$ cat config.mk
export PLATFORM = sky130hd
export DESIGN_NAME = packbits_bitmap_row_decoder
export DESIGN_NICKNAME = d
export VERILOG_FILES = /design/src/hdl/pbd_pkg.sv /design/src/hdl/packbits_bitmap_row_decoder.sv /design/src/hdl/pbd_step.sv
export SDC_FILE = /design/constraint.sdc
export NUM_CORES = 1
export LEC_CHECK = 0
export BUFFER_PORTS_ARGS = -buffer_cell sky130_fd_sc_hd__buf_2
export CORE_MARGIN = 3
export CORE_UTILIZATION = 40
export CTS_CLUSTER_SIZE = 40
export DETAILED_ROUTE_END_ITERATION = 8
export GPL_TIMING_DRIVEN = 1
export PLACE_DENSITY_LB_ADDON = 0.2
export REMOVE_ABC_BUFFERS = 1
export SLEW_MARGIN = 0
export SYNTH_ARGS = -nofsm -noshare
export SYNTH_HDL_FRONTEND = slang
export SYNTH_SLANG_ARGS = --single-unit
$ cat constraint.sdc
create_clock -name clk -period 7.9 [get_ports clk]
set_input_delay 0.79 -clock clk [delete_from_list [all_inputs] [get_ports clk]]
set_output_delay 0.79 -clock clk [all_outputs]
set_load 0.1 [all_outputs]
$ cat src/hdl/pbd_pkg.sv
package pbd_pkg;

    localparam int ROWS      = 720;
    localparam int ROW_BYTES = 72;

    localparam int BYTE_W = 8;
    localparam int COL_W  = 7;
    localparam int ROW_W  = 10;
    localparam int LEN_W  = 18;
    localparam int CFG_W  = LEN_W;
    localparam int CFG_INDEX_W = 1;

    // wide enough to hold ROW_BYTES and a column sum before clipping
    localparam int SPAN_W = COL_W + 1;
    // wide enough to hold ROWS
    localparam int ROWC_W = ROW_W + 1;

    localparam logic [SPAN_W-1:0] ROW_BYTES_V = SPAN_W'(ROW_BYTES);
    localparam logic [ROWC_W-1:0] ROWS_V      = ROWC_W'(ROWS);
    localparam logic [COL_W-1:0]  LAST_COL    = COL_W'(ROW_BYTES - 1);
    localparam logic [LEN_W-1:0]  CONSUMED_MAX = '1;

    localparam logic [BYTE_W-1:0] RUN_HEADER_MIN = 8'h81;
    localparam logic [BYTE_W:0]   RUN_BASE       = 9'h101;

    localparam logic [CFG_INDEX_W-1:0] CFG_CHECK_ONLY    = 1'b0;
    localparam logic [CFG_INDEX_W-1:0] CFG_STREAM_LENGTH = 1'b1;

    typedef enum logic [1:0] {
        PH_HEADER = 2'd0,
        PH_RUN    = 2'd1,
        PH_LIT    = 2'd2,
        PH_FULL   = 2'd3
    } phase_t;

    typedef enum logic [1:0] {
        FS_RUNNING = 2'd0,
        FS_DONE    = 2'd1,
        FS_TRUNC   = 2'd2,
        FS_OVER    = 2'd3
    } finish_t;

    typedef enum logic [1:0] {
        ERR_OK       = 2'd0,
        ERR_TRUNC    = 2'd1,
        ERR_OVERFLOW = 2'd2
    } error_t;

    typedef struct packed {
        phase_t              phase;
        logic [BYTE_W-1:0]   literal_left;
        logic [BYTE_W-1:0]   run_length;
        logic [COL_W-1:0]    column_count;
        logic [ROW_W-1:0]    row_count;
        logic [LEN_W-1:0]    bytes_consumed;
        finish_t             finish;
    } state_t;

    typedef struct packed {
        logic [BYTE_W-1:0]   pixel_byte;
        logic [BYTE_W-1:0]   repeat_count;
        logic [ROW_W-1:0]    row_index;
        logic [COL_W-1:0]    column_byte;
        logic                image_done;
        error_t              error_code;
    } result_t;

    typedef struct packed {
        logic                check_only;
        logic [LEN_W-1:0]    stream_length;
    } cfg_t;

endpackage

$ cat src/hdl/packbits_bitmap_row_decoder.sv
// Channel  Direction  Handshake           Payload
// in       into       in_valid/in_stall   packed_byte
// out      out of     out_valid/out_stall pixel_byte, repeat_count, row_index,
//                                         column_byte, image_done, error_code
// cfg      into       cfg_write           cfg_index, cfg_data
//
// One item per cycle sustained while no result is held back by a stalled output. An item is held in
// the input register, is decoded by the step logic, and its result lands in the
// output register when the item advances; out_valid rises with that result.
// Reset clears the decode state, the configuration and both valid flags.
// A stalled output only blocks items that would make a result.
module packbits_bitmap_row_decoder (
    input  logic                                clk,
    input  logic                                rst_n,
    input  logic                                in_valid,
    output logic                                in_stall,
    input  logic [pbd_pkg::BYTE_W-1:0]          packed_byte,
    output logic                                out_valid,
    input  logic                                out_stall,
    output logic [pbd_pkg::BYTE_W-1:0]          pixel_byte,
    output logic [pbd_pkg::BYTE_W-1:0]          repeat_count,
    output logic [pbd_pkg::ROW_W-1:0]           row_index,
    output logic [pbd_pkg::COL_W-1:0]           column_byte,
    output logic                                image_done,
    output logic [1:0]                          error_code,
    input  logic                                cfg_write,
    input  logic [pbd_pkg::CFG_INDEX_W-1:0]     cfg_index,
    input  logic [pbd_pkg::CFG_W-1:0]           cfg_data
);

    logic                          in_valid_reg;
    logic                          in_valid_next;
    logic [pbd_pkg::BYTE_W-1:0]    in_byte_reg;
    logic [pbd_pkg::BYTE_W-1:0]    in_byte_next;
    pbd_pkg::state_t               state_reg;
    pbd_pkg::state_t               state_next;
    pbd_pkg::state_t               step_state;
    pbd_pkg::cfg_t                 cfg_reg;
    pbd_pkg::cfg_t                 cfg_next;
    logic                          out_valid_reg;
    logic                          out_valid_next;
    pbd_pkg::result_t              result_reg;
    pbd_pkg::result_t              result_next;
    pbd_pkg::result_t              step_result;
    logic                          step_emit;
    logic                          advance;
    logic                          load_in;

    pbd_step u_step (
        .state       (state_reg),
        .cfg         (cfg_reg),
        .packed_byte (in_byte_reg),
        .state_next  (step_state),
        .result      (step_result),
        .emit        (step_emit)
    );

    // an item with no result need not wait for the output register
    assign advance  = in_valid_reg && (!step_emit || !out_valid_reg || !out_stall);
    assign in_stall = in_valid_reg && !advance;
    assign load_in  = in_valid && !in_stall;

    always_comb
    begin
        in_valid_next  = in_valid_reg;
        in_byte_next   = in_byte_reg;
        state_next     = state_reg;
        out_valid_next = out_valid_reg;
        result_next    = result_reg;
        cfg_next       = cfg_reg;

        if (advance)
        begin
            in_valid_next = 1'b0;
            state_next    = step_state;
        end
        if (load_in)
        begin
            in_valid_next = 1'b1;
            in_byte_next  = packed_byte;
        end

        if (out_valid_reg && !out_stall)
            out_valid_next = 1'b0;
        if (advance && step_emit)
        begin
            out_valid_next = 1'b1;
            result_next    = step_result;
        end

        if (cfg_write)
        begin
            unique case (cfg_index)
                pbd_pkg::CFG_CHECK_ONLY:    cfg_next.check_only    = cfg_data[0];
                pbd_pkg::CFG_STREAM_LENGTH: cfg_next.stream_length = cfg_data;
                default:                    cfg_next = cfg_reg;
            endcase
        end
    end

    always_ff @(posedge clk or negedge rst_n)
    begin
        if (!rst_n)
        begin
            in_valid_reg <= 1'b0;
            out_valid_reg <= 1'b0;
            cfg_reg <= '0;
            state_reg.phase          <= pbd_pkg::PH_HEADER;
            state_reg.literal_left   <= '0;
            state_reg.run_length     <= '0;
            state_reg.column_count   <= '0;
            state_reg.row_count      <= '0;
            state_reg.bytes_consumed <= '0;
            state_reg.finish         <= pbd_pkg::FS_RUNNING;
        end
        else
        begin
            in_valid_reg  <= in_valid_next;
            out_valid_reg <= out_valid_next;
            cfg_reg       <= cfg_next;
            state_reg     <= state_next;
        end
    end

    always_ff @(posedge clk)
    begin
        in_byte_reg <= in_byte_next;
        result_reg  <= result_next;
    end

    assign out_valid    = out_valid_reg;
    assign pixel_byte   = result_reg.pixel_byte;
    assign repeat_count = result_reg.repeat_count;
    assign row_index    = result_reg.row_index;
    assign column_byte  = result_reg.column_byte;
    assign image_done   = result_reg.image_done;
    assign error_code   = result_reg.error_code;

endmodule

$ cat src/hdl/pbd_step.sv
module pbd_step (
    input  pbd_pkg::state_t                  state,
    input  pbd_pkg::cfg_t                    cfg,
    input  logic [pbd_pkg::BYTE_W-1:0]       packed_byte,
    output pbd_pkg::state_t                  state_next,
    output pbd_pkg::result_t                 result,
    output logic                             emit
);

    always_comb
    begin
        logic [pbd_pkg::LEN_W:0]      need_hdr;
        logic [pbd_pkg::LEN_W:0]      need_lit;
        logic [pbd_pkg::LEN_W:0]      avail;
        logic [pbd_pkg::LEN_W-1:0]    consumed_inc;
        logic [pbd_pkg::SPAN_W-1:0]   space;
        logic [pbd_pkg::SPAN_W-1:0]   col_wide;
        logic [pbd_pkg::SPAN_W-1:0]   col_sum;
        logic [pbd_pkg::ROWC_W-1:0]   row_inc;
        logic [pbd_pkg::BYTE_W-1:0]   cnt;
        logic                         do_advance;
        logic                         done;
        logic                         overflow;

        state_next = state;
        emit       = 1'b0;
        result.pixel_byte   = '0;
        result.repeat_count = '0;
        result.row_index    = state.row_count;
        result.column_byte  = state.column_count;
        result.image_done   = 1'b0;
        result.error_code   = pbd_pkg::ERR_OK;

        avail        = {1'b0, cfg.stream_length};
        consumed_inc = (state.bytes_consumed < pbd_pkg::CONSUMED_MAX)
                     ? state.bytes_consumed + pbd_pkg::LEN_W'(1)
                     : state.bytes_consumed;
        need_hdr = {1'b0, state.bytes_consumed} + (pbd_pkg::LEN_W+1)'(2);
        need_lit = {1'b0, consumed_inc} + (pbd_pkg::LEN_W+1)'(packed_byte)
                 + (pbd_pkg::LEN_W+1)'(1);
        col_wide = {1'b0, state.column_count};
        space    = pbd_pkg::ROW_BYTES_V - col_wide;
        row_inc  = {1'b0, state.row_count} + pbd_pkg::ROWC_W'(1);
        col_sum    = col_wide + pbd_pkg::SPAN_W'(1);
        cnt        = pbd_pkg::BYTE_W'(1);
        do_advance = 1'b0;
        done       = 1'b0;
        overflow   = 1'b0;

        if (state.finish == pbd_pkg::FS_RUNNING)
        begin
            unique case (state.phase)
                pbd_pkg::PH_HEADER:
                begin
                    if (need_hdr > avail)
                    begin
                        state_next.finish = pbd_pkg::FS_TRUNC;
                        emit              = 1'b1;
                        result.error_code = pbd_pkg::ERR_TRUNC;
                    end
                    else
                    begin
                        state_next.bytes_consumed = consumed_inc;
                        if (packed_byte >= pbd_pkg::RUN_HEADER_MIN)
                        begin
                            state_next.run_length = pbd_pkg::BYTE_W'(
                                pbd_pkg::RUN_BASE - {1'b0, packed_byte});
                            state_next.phase = pbd_pkg::PH_RUN;
                        end
                        else if (need_lit > avail)
                        begin
                            state_next.finish = pbd_pkg::FS_TRUNC;
                            emit              = 1'b1;
                            result.error_code = pbd_pkg::ERR_TRUNC;
                        end
                        else
                        begin
                            state_next.literal_left = packed_byte;
                            state_next.phase        = pbd_pkg::PH_LIT;
                        end
                    end
                end

                pbd_pkg::PH_RUN:
                begin
                    state_next.bytes_consumed = consumed_inc;
                    state_next.phase          = pbd_pkg::PH_HEADER;
                    cnt = state.run_length;
                    if ({1'b0, cnt} > {1'b0, space})
                    begin
                        if (!cfg.check_only)
                        begin
                            // clip to the row and stop
                            overflow            = 1'b1;
                            state_next.finish   = pbd_pkg::FS_OVER;
                            emit                = 1'b1;
                            result.pixel_byte   = packed_byte;
                            result.repeat_count = pbd_pkg::BYTE_W'(space);
                            result.error_code   = pbd_pkg::ERR_OVERFLOW;
                        end
                        col_sum = pbd_pkg::ROW_BYTES_V;
                    end
                    else
                    begin
                        col_sum = col_wide + pbd_pkg::SPAN_W'(cnt);
                    end
                    do_advance = !overflow;
                end

                pbd_pkg::PH_LIT:
                begin
                    state_next.bytes_consumed = consumed_inc;
                    if (state.literal_left == '0)
                    begin
                        state_next.phase = pbd_pkg::PH_HEADER;
                        do_advance       = 1'b1;
                    end
                    else
                    begin
                        state_next.literal_left = state.literal_left - pbd_pkg::BYTE_W'(1);
                        if (col_sum >= pbd_pkg::ROW_BYTES_V)
                            state_next.phase = pbd_pkg::PH_FULL;
                        else
                            state_next.column_count = pbd_pkg::COL_W'(col_sum);
                    end
                end

                pbd_pkg::PH_FULL:
                begin
                    // row is full while literal bytes remain
                    state_next.bytes_consumed = consumed_inc;
                    state_next.finish  = pbd_pkg::FS_OVER;
                    emit               = 1'b1;
                    result.column_byte = pbd_pkg::LAST_COL;
                    result.error_code  = pbd_pkg::ERR_OVERFLOW;
                    overflow           = 1'b1;
                end

                default:
                begin
                    state_next = state;
                end
            endcase

            if (do_advance)
            begin
                if (col_sum >= pbd_pkg::ROW_BYTES_V)
                begin
                    state_next.column_count = '0;
                    state_next.row_count    = pbd_pkg::ROW_W'(row_inc);
                    if (row_inc >= pbd_pkg::ROWS_V)
                    begin
                        state_next.finish = pbd_pkg::FS_DONE;
                        done              = 1'b1;
                    end
                end
                else
                begin
                    state_next.column_count = pbd_pkg::COL_W'(col_sum);
                end
            end

            if ((state.phase == pbd_pkg::PH_RUN || state.phase == pbd_pkg::PH_LIT)
                && !overflow)
            begin
                if (!cfg.check_only)
                begin
                    emit                = 1'b1;
                    result.pixel_byte   = packed_byte;
                    result.repeat_count = cnt;
                    result.image_done   = done;
                end
                else if (done)
                begin
                    emit              = 1'b1;
                    result.image_done = 1'b1;
                end
            end
        end
    end

endmodule

== Yosys cells after proc, flatten, opt, wreduce, memory -nomap -nowiden ==
Index checks and enable logic that the tools add are counted.

* Register bits: 120
* Bits in latches: 0
* Memory bits (writable): 0
* Bits in read-only memories: 0
* Output and inout bits: 38
* Memories: 0

* $add $sub $neg: 10
* Multipliers: 0
* Divide/modulo/power cells: 0
* Order comparisons: 8
* Equal/unequal tests: 11
* Shift-type cells: 0
* Mux-type cells: 73
* Bitwise operators: 2
* Reduce and logical (&&, ||, !) cells: 35

{| class="wikitable"
|+ Operators by type and width
! kind !! number
|-
| 16-bit two-way mux || 5
|-
| 8-bit two-way mux || 7
|-
| 18-bit two-way mux || 3
|-
| 19-bit by 18-bit greater-than comparator with 1-bit output || 2
|-
| 18-bit one-hot mux with 2 select lines || 1
|-
| 7-bit two-way mux || 5
|-
| 10-bit two-way mux || 3
|-
| 2-bit two-way mux || 15
|-
| 1-bit two-way mux || 26
|-
| 18-bit by 2-bit adder with 19-bit output (second input constant) || 1
|-
| 18-bit by 8-bit adder with 19-bit output || 1
|-
| 19-bit by 1-bit adder with 19-bit output (second input constant) || 1
|-
| 18-bit by 1-bit adder with 18-bit output (second input constant) || 1
|-
| 18-bit < comparator (second input constant) || 1
|-
| 2-bit one-hot mux with 3 select lines || 3
|-
| 17-bit two-way mux || 1
|-
| 8-bit by 7-bit greater-or-equal comparator with 1-bit output (second input constant) || 2
|-
| 8-bit one-hot mux with 2 select lines || 1
|-
| 2-bit != test (second input constant) || 6
|-
| 10-bit by 1-bit adder with 11-bit output (second input constant) || 1
|-
| 11-bit by 10-bit greater-or-equal comparator with 1-bit output (second input constant) || 1
|-
| 5-bit AND reduction || 2
|-
| 7-bit by 1-bit adder with 8-bit output (second input constant) || 1
|-
| 7-bit by 8-bit adder with 8-bit output || 1
|-
| other kinds (25) || 48
|}

== Longest topological paths before layout ==
* Depth in word-level cells: 23
* Depth in mapped cells: 30

== By module ==
Synthesis repeated with hierarchy kept, for this count alone.

* Cell total of the unflattened synthesis: 1,168
* Area, all modules: 10,375.0 um^2

{| class="wikitable"
|+ Modules (own cells, without submodules)
! module !! instances !! cells each !! area each (um^2) !! sequential area each (um^2)
|-
| packbits_bitmap_row_decoder || 1 || 407 || 5,261.3 || 3,223.1
|-
| pbd_step || 1 || 761 || 5,113.7 || 0.0
|}

== Worst setup path after synthesis ==
Ideal clock, no wire load.

* Path kind: reg-to-reg
* From: reg state_reg[5] (netlist name)
* To: reg result_reg, in the netlist column_byte[0], enable pin
* Library setup time: 441 ps
* Data arrival time: 6,435 ps
* Slack: 1,024 ps
* Stages on the path, launching flop included: 28
* Path buffers: 2
* Clock period less this slack: 6,876 ps
* Path through: dfrtp_1 buf_4 and4_4 buf_6 nand4_4 nor2_1 mux2_2 ha_1 nor2b_1 o21ai_0 a21boi_0 o21ai_0 a21oi_1 o211ai_1 nor3_1 nand2b_1 nor3_1 xor2_1 ha_1 nand3_1 nor2_1 inv_1 o211ai_1 nand3_1 a21oi_1 a211o_1 nand2_1 a21oi_1

* Longest elaborated chain between the ends: 18

{| class="wikitable"
|+ RTL lines
! element !! line !! source
|-
| start, declared || packbits_bitmap_row_decoder.sv:35 || <nowiki>pbd_pkg::state_t state_reg;</nowiki>
|-
| start signal, assigned || packbits_bitmap_row_decoder.sv:121 || <nowiki>state_reg <= state_next;</nowiki>
|-
| 18-bit by 1-bit adder with 18-bit output / 18-bit < comparator (equally long branches) || pbd_step.sv:36, pbd_step.sv:35 ||
|-
| 18-bit two-way mux || pbd_step.sv:36 || <nowiki>? state.bytes_consumed + pbd_pkg::LEN_W'(1)</nowiki>
|-
| 18-bit by 8-bit adder with 19-bit output || pbd_step.sv:39 || <nowiki>need_lit = {1'b0, consumed_inc} + (pbd_pkg::LEN_W+1)'(packed_byte)</nowiki>
|-
| 19-bit by 1-bit adder with 19-bit output || pbd_step.sv:40 || <nowiki>+ (pbd_pkg::LEN_W+1)'(1);</nowiki>
|-
| 19-bit by 18-bit greater-than comparator with 1-bit output || pbd_step.sv:70 || <nowiki>else if (need_lit > avail)</nowiki>
|-
| 1-bit two-way mux || pbd_step.sv:70 ||
|-
| 1-bit two-way mux || pbd_step.sv:64 || <nowiki>if (packed_byte >= pbd_pkg::RUN_HEADER_MIN)</nowiki>
|-
| 1-bit two-way mux (*) || pbd_step.sv:55 || <nowiki>if (need_hdr > avail)</nowiki>
|-
| 1-bit one-hot mux with 3 select lines (*) || pbd_step.sv:52 || <nowiki>unique case (state.phase)</nowiki>
|-
| 1-bit two-way mux || pbd_step.sv:173 || <nowiki>else if (done)</nowiki>
|-
| 1-bit two-way mux || pbd_step.sv:166 || <nowiki>if (!cfg.check_only)</nowiki>
|-
| 1-bit two-way mux (*) || pbd_step.sv:163 || <nowiki>if ((state.phase == pbd_pkg::PH_RUN || state.phase == pbd_pkg::PH_LIT)</nowiki>
|-
| 1-bit two-way mux (*) || pbd_step.sv:50 || <nowiki>if (state.finish == pbd_pkg::FS_RUNNING)</nowiki>
|-
| 1-bit zero test || packbits_bitmap_row_decoder.sv:59 || <nowiki>assign advance = in_valid_reg && (!step_emit || !out_valid_reg || !out_stall);</nowiki>
|-
| 1-bit logical OR (2 in a row) || packbits_bitmap_row_decoder.sv:59 ||
|-
| 1-bit logical AND || packbits_bitmap_row_decoder.sv:59 ||
|-
| 1-bit logical AND (*) || packbits_bitmap_row_decoder.sv:85 || <nowiki>if (advance && step_emit)</nowiki>
|-
| end signal, assigned || packbits_bitmap_row_decoder.sv:128 || <nowiki>result_reg <= result_next;</nowiki>
|-
| end, declared || packbits_bitmap_row_decoder.sv:42 || <nowiki>pbd_pkg::result_t result_reg;</nowiki>
|}

Mark *: on every way between the ends. The rest lies on a longest branch, timed or not.
A chain may end at the register's enable or synchronous reset.

== Worst setup path in the final report ==
* From: reg state_reg[5] (netlist name)
* To: out in_stall

* Longest elaborated chain between the ends: 19

{| class="wikitable"
|+ RTL lines
! element !! line !! source
|-
| 18-bit by 1-bit adder with 18-bit output / 18-bit < comparator (equally long branches) || pbd_step.sv:36, pbd_step.sv:35 ||
|-
| 18-bit two-way mux || pbd_step.sv:36 ||
|-
| 18-bit by 8-bit adder with 19-bit output || pbd_step.sv:39 ||
|-
| 19-bit by 1-bit adder with 19-bit output || pbd_step.sv:40 ||
|-
| 19-bit by 18-bit greater-than comparator with 1-bit output || pbd_step.sv:70 ||
|-
| 1-bit two-way mux || pbd_step.sv:70 ||
|-
| 1-bit two-way mux || pbd_step.sv:64 ||
|-
| 1-bit two-way mux (*) || pbd_step.sv:55 ||
|-
| (+2 left out) || - ||
|-
| 1-bit two-way mux || pbd_step.sv:166 ||
|-
| 1-bit two-way mux (*) || pbd_step.sv:163 ||
|-
| 1-bit two-way mux (*) || pbd_step.sv:50 ||
|-
| 1-bit zero test (*) || packbits_bitmap_row_decoder.sv:59 ||
|-
| 1-bit logical OR (*) (2 in a row) || packbits_bitmap_row_decoder.sv:59 ||
|-
| 1-bit logical AND (*) || packbits_bitmap_row_decoder.sv:59 ||
|-
| 1-bit zero test (*) || packbits_bitmap_row_decoder.sv:60 || <nowiki>assign in_stall = in_valid_reg && !advance;</nowiki>
|-
| 1-bit logical AND (*) || packbits_bitmap_row_decoder.sv:60 ||
|-
| end, declared || packbits_bitmap_row_decoder.sv:16 || <nowiki>output logic in_stall,</nowiki>
|}

Marks and branches as above.

==> flow_summary.ini <==
[clocking]
cts_sinks = 120
ctsHoldBuffers = 0
cts_buffers = 17
post_cts_buffers = 0
path_clk_slew_ns = 0.06
clock_latency_ns = 0.43
cts.path.max_buffers = 2
cts_root_buffer = clkbuf_16
tritoncts = done
ctsResizeCount = 0
htree_num_levels = 4

[layout]
seq_area_um2 = 3220
n_fill_cell = 1957
fin_util_pct = 46.8
drive_gt1_share_pct = 17.5
syn2layout_area_growth_pct = 13.5
final_nets = 1040
diodes = 0
multi_input_area_um2 = 4900
largest_reg_flops = 55

[synth]
synth_common_cells = dfrtp_1 (76), ha_1 (71), nor2_1 (59), nand2_1 (56), inv_1 (55)
synthMostInstantiatedCell = dfrtp_1
yosysTopAreaCellShare_pct = 22.4
ys_seq_area_share_pct = 38.0
synthCells = 878
synthTopCellsByArea = dfrtp_1 (22%), edfxtp_1 (16%), ha_1 (10%)
ys_ff_latch = 120
synthArstFlopShare_pct = 63.3
syn_area_um2 = 8490
ys_types = 77
synth.avg_cell_area_um2 = 9.67
synth-edff-count = 44
synthFlopType = dfrtp_1
yosys.area.top_type = dfrtp_1
ys_warn_count = 0

[floorplan]
die_h_um = 152
core_um2 = 20600
die_w_um = 152
pin_count = 70
die-area_um2 = 23000
rows = 52
start_util_pct = 41.3

[detailed_routing]
vias = 6751
drt_wl_total_um = 21300
wl_per_cell_um = 17.5
via_per_inst = 5.54
ant_nets = 0
drtIter0Drc = 426
drc_errors = 0
first_pass_iters = 5

[global_routing]
grt_pass1_vias = 6439
grt_pass1_wl_um = 34300
grt_use_total_pct = 19.1
grt_overflow = 0
antenna_found_initial = 1
grt_max_degree = 50

[place]
portBuffers = 69
gp_congestion = 0.911
hpwlAfterDp_um = 15700

[setup_path]
path_class = register to output pin
arrival_ns = 6.54
ff2ff_path_depth = 26
end_kind = output pin
required_ns = 7.11
crit_path_start_kind = register
crit_fanout = 12

[power_and_ir_drop]
power_leakage_nw = 3.78
power_density_nw_per_um2 = 168
ir_drop_v = 0.000137

[timing]
finalHoldViolations = 0
finalCriticalPeriod_ns = 7.33
setup_viol = 0
rsz0062_at_grt = false
worstMarginPinSlew_ns = 0.880
setup_tns_ns = 0
maxSlewViolCount = 0
timing.fmax_ghz = 0.136
max_slew_margin_pct = 39.8
timing.final.crit_share_pct = 92.8
skew_ns = 0.0107

[min_path]
min_path_type = input pin to async pin

[outcome]
status = finished, final reports clean

[job]
cap_violations = 0
## final cells by class
| class | count | area share (%) |
|---|---|---|
| clock buffer | 19 | 4.60 |
| clock inverter | 13 | 1.35 |
| timing repair buffer | 75 | 4.08 |
| multi-input combinational | 666 | 50.9 |
| tap | 270 | 3.51 |
| sequential | 120 | 33.5 |
| inverter | 55 | 2.14 |
## cells in the final DEF (no fill, tap or decap), drive strengths merged, types with 7 or more instances in the layout
| master | count |
|---|---|
| a211oi | 7 |
| a21oi | 47 |
| a22oi | 7 |
| a2bb2oi | 7 |
| a31oi | 9 |
| and2 | 12 |
| and3 | 8 |
| and4 | 13 |
| buf | 75 |
| clkbuf | 19 |
| clkinv | 7 |
| dfrtp | 76 |
| edfxtp | 44 |
| ha | 71 |
| inv | 55 |
| mux2 | 36 |
| mux2i | 7 |
| nand2 | 56 |
| nand2b | 13 |
| nand3 | 32 |
| nand4 | 27 |
| nor2 | 59 |
| nor2b | 12 |
| nor3 | 18 |
| nor4 | 16 |
| o211ai | 13 |
| o21ai | 35 |
| o31ai | 7 |
| or2 | 7 |
| or3 | 8 |
| xnor2 | 47 |
| xor2 | 31 |
## cell families after synthesis
kind of cell | Yosys count | share of synthesized area, %
and+or+nand+nor | 297 | 19.0
xor gates and xnor gates | 78 | 8.05
adders and majority gates | 73 | 10.9
AOI/OAI and AO/OA | 175 | 13.8
muxes | 43 | 5.69
DFF | 120 | 38.0
buffers and inverters | 92 | 4.57
## through the flow
step / std cells / power (mW) / setup slack [ns] / hold WS (ns) / cell area, um^2
3_5_place_dp: 1186 / 0.866 / 0.819 / 0.479 / 9050
2_1_floorplan: 841 / 0.802 / 0.942 / 0.446 / 8310
3_3_place_gp: 1186 / 0.864 / 0.906 / 0.475 / 9050
6_report: 1218 / 1.62 / 0.568 / 0.276 / 9630
5_1_grt: 1218 / 1.69 / 0.0710 / 0.299 / 9630
4_1_cts: 1218 / 1.64 / 0.351 / 0.296 / 9620
## final timing paths
check	startpoint	endpoint	slack (ns)
worst max-delay path	state_reg[5]	in_stall	0.57
worst min-delay path	rst_n	cfg_reg[3]	0.28
worst max register to register	state_reg[5]	state_reg[53]	1.09
worst min register to register	state_reg[0]	state_reg[0]	0.50
max in group asynchronous	rst_n	state_reg[21]	6.60
min in group clk	state_reg[0]	state_reg[0]	0.50
## critical path, cell delays in order, from the launching register on
cell and delay, ns:
dfrtp_1 0.54, and4_4 0.39, nand4_4 0.14, nor2_2 0.21, mux2_2 0.41, ha_1 0.28
nor2b_1 0.11, o21ai_0 0.11, a21boi_0 0.24, o21ai_0 0.13, a21oi_1 0.27, o211ai_1 0.22
nor3_2 0.29, nand2b_1 0.13, nor3_1 0.24, xor2_1 0.10, ha_1 0.30, nand3_1 0.09
nor2_1 0.13, inv_1 0.06, or4_1 0.57, nand3_1 0.12, a21oi_1 0.08, a211o_1 0.37
nand2_1 0.18, nor2_1 0.10, buf_2 0.30
## power breakdown
part | total [mW] | internal (mW) | switching (mW)
combinational | 0.175 | 0.0748 | 0.100
clock | 0.768 | 0.468 | 0.299
sequential | 0.678 | 0.662 | 0.0165
total | 1.62 | 1.21 | 0.416
## layer usage
metal / vias up / global-route usage [%] / share of wire [%] / wire length, um
li1: 3333 / - / - / -
met1: 3162 / 26.4 / 47 / 10100
met2: 211 / 29.5 / 44 / 9450
met3: 43 / 4.49 / 6.1 / 1290
met4: 2 / 6.74 / 2.2 / 464
met5: - / 0 / 0.061 / 13
Note: power is estimated with default switching activity, not from simulation.
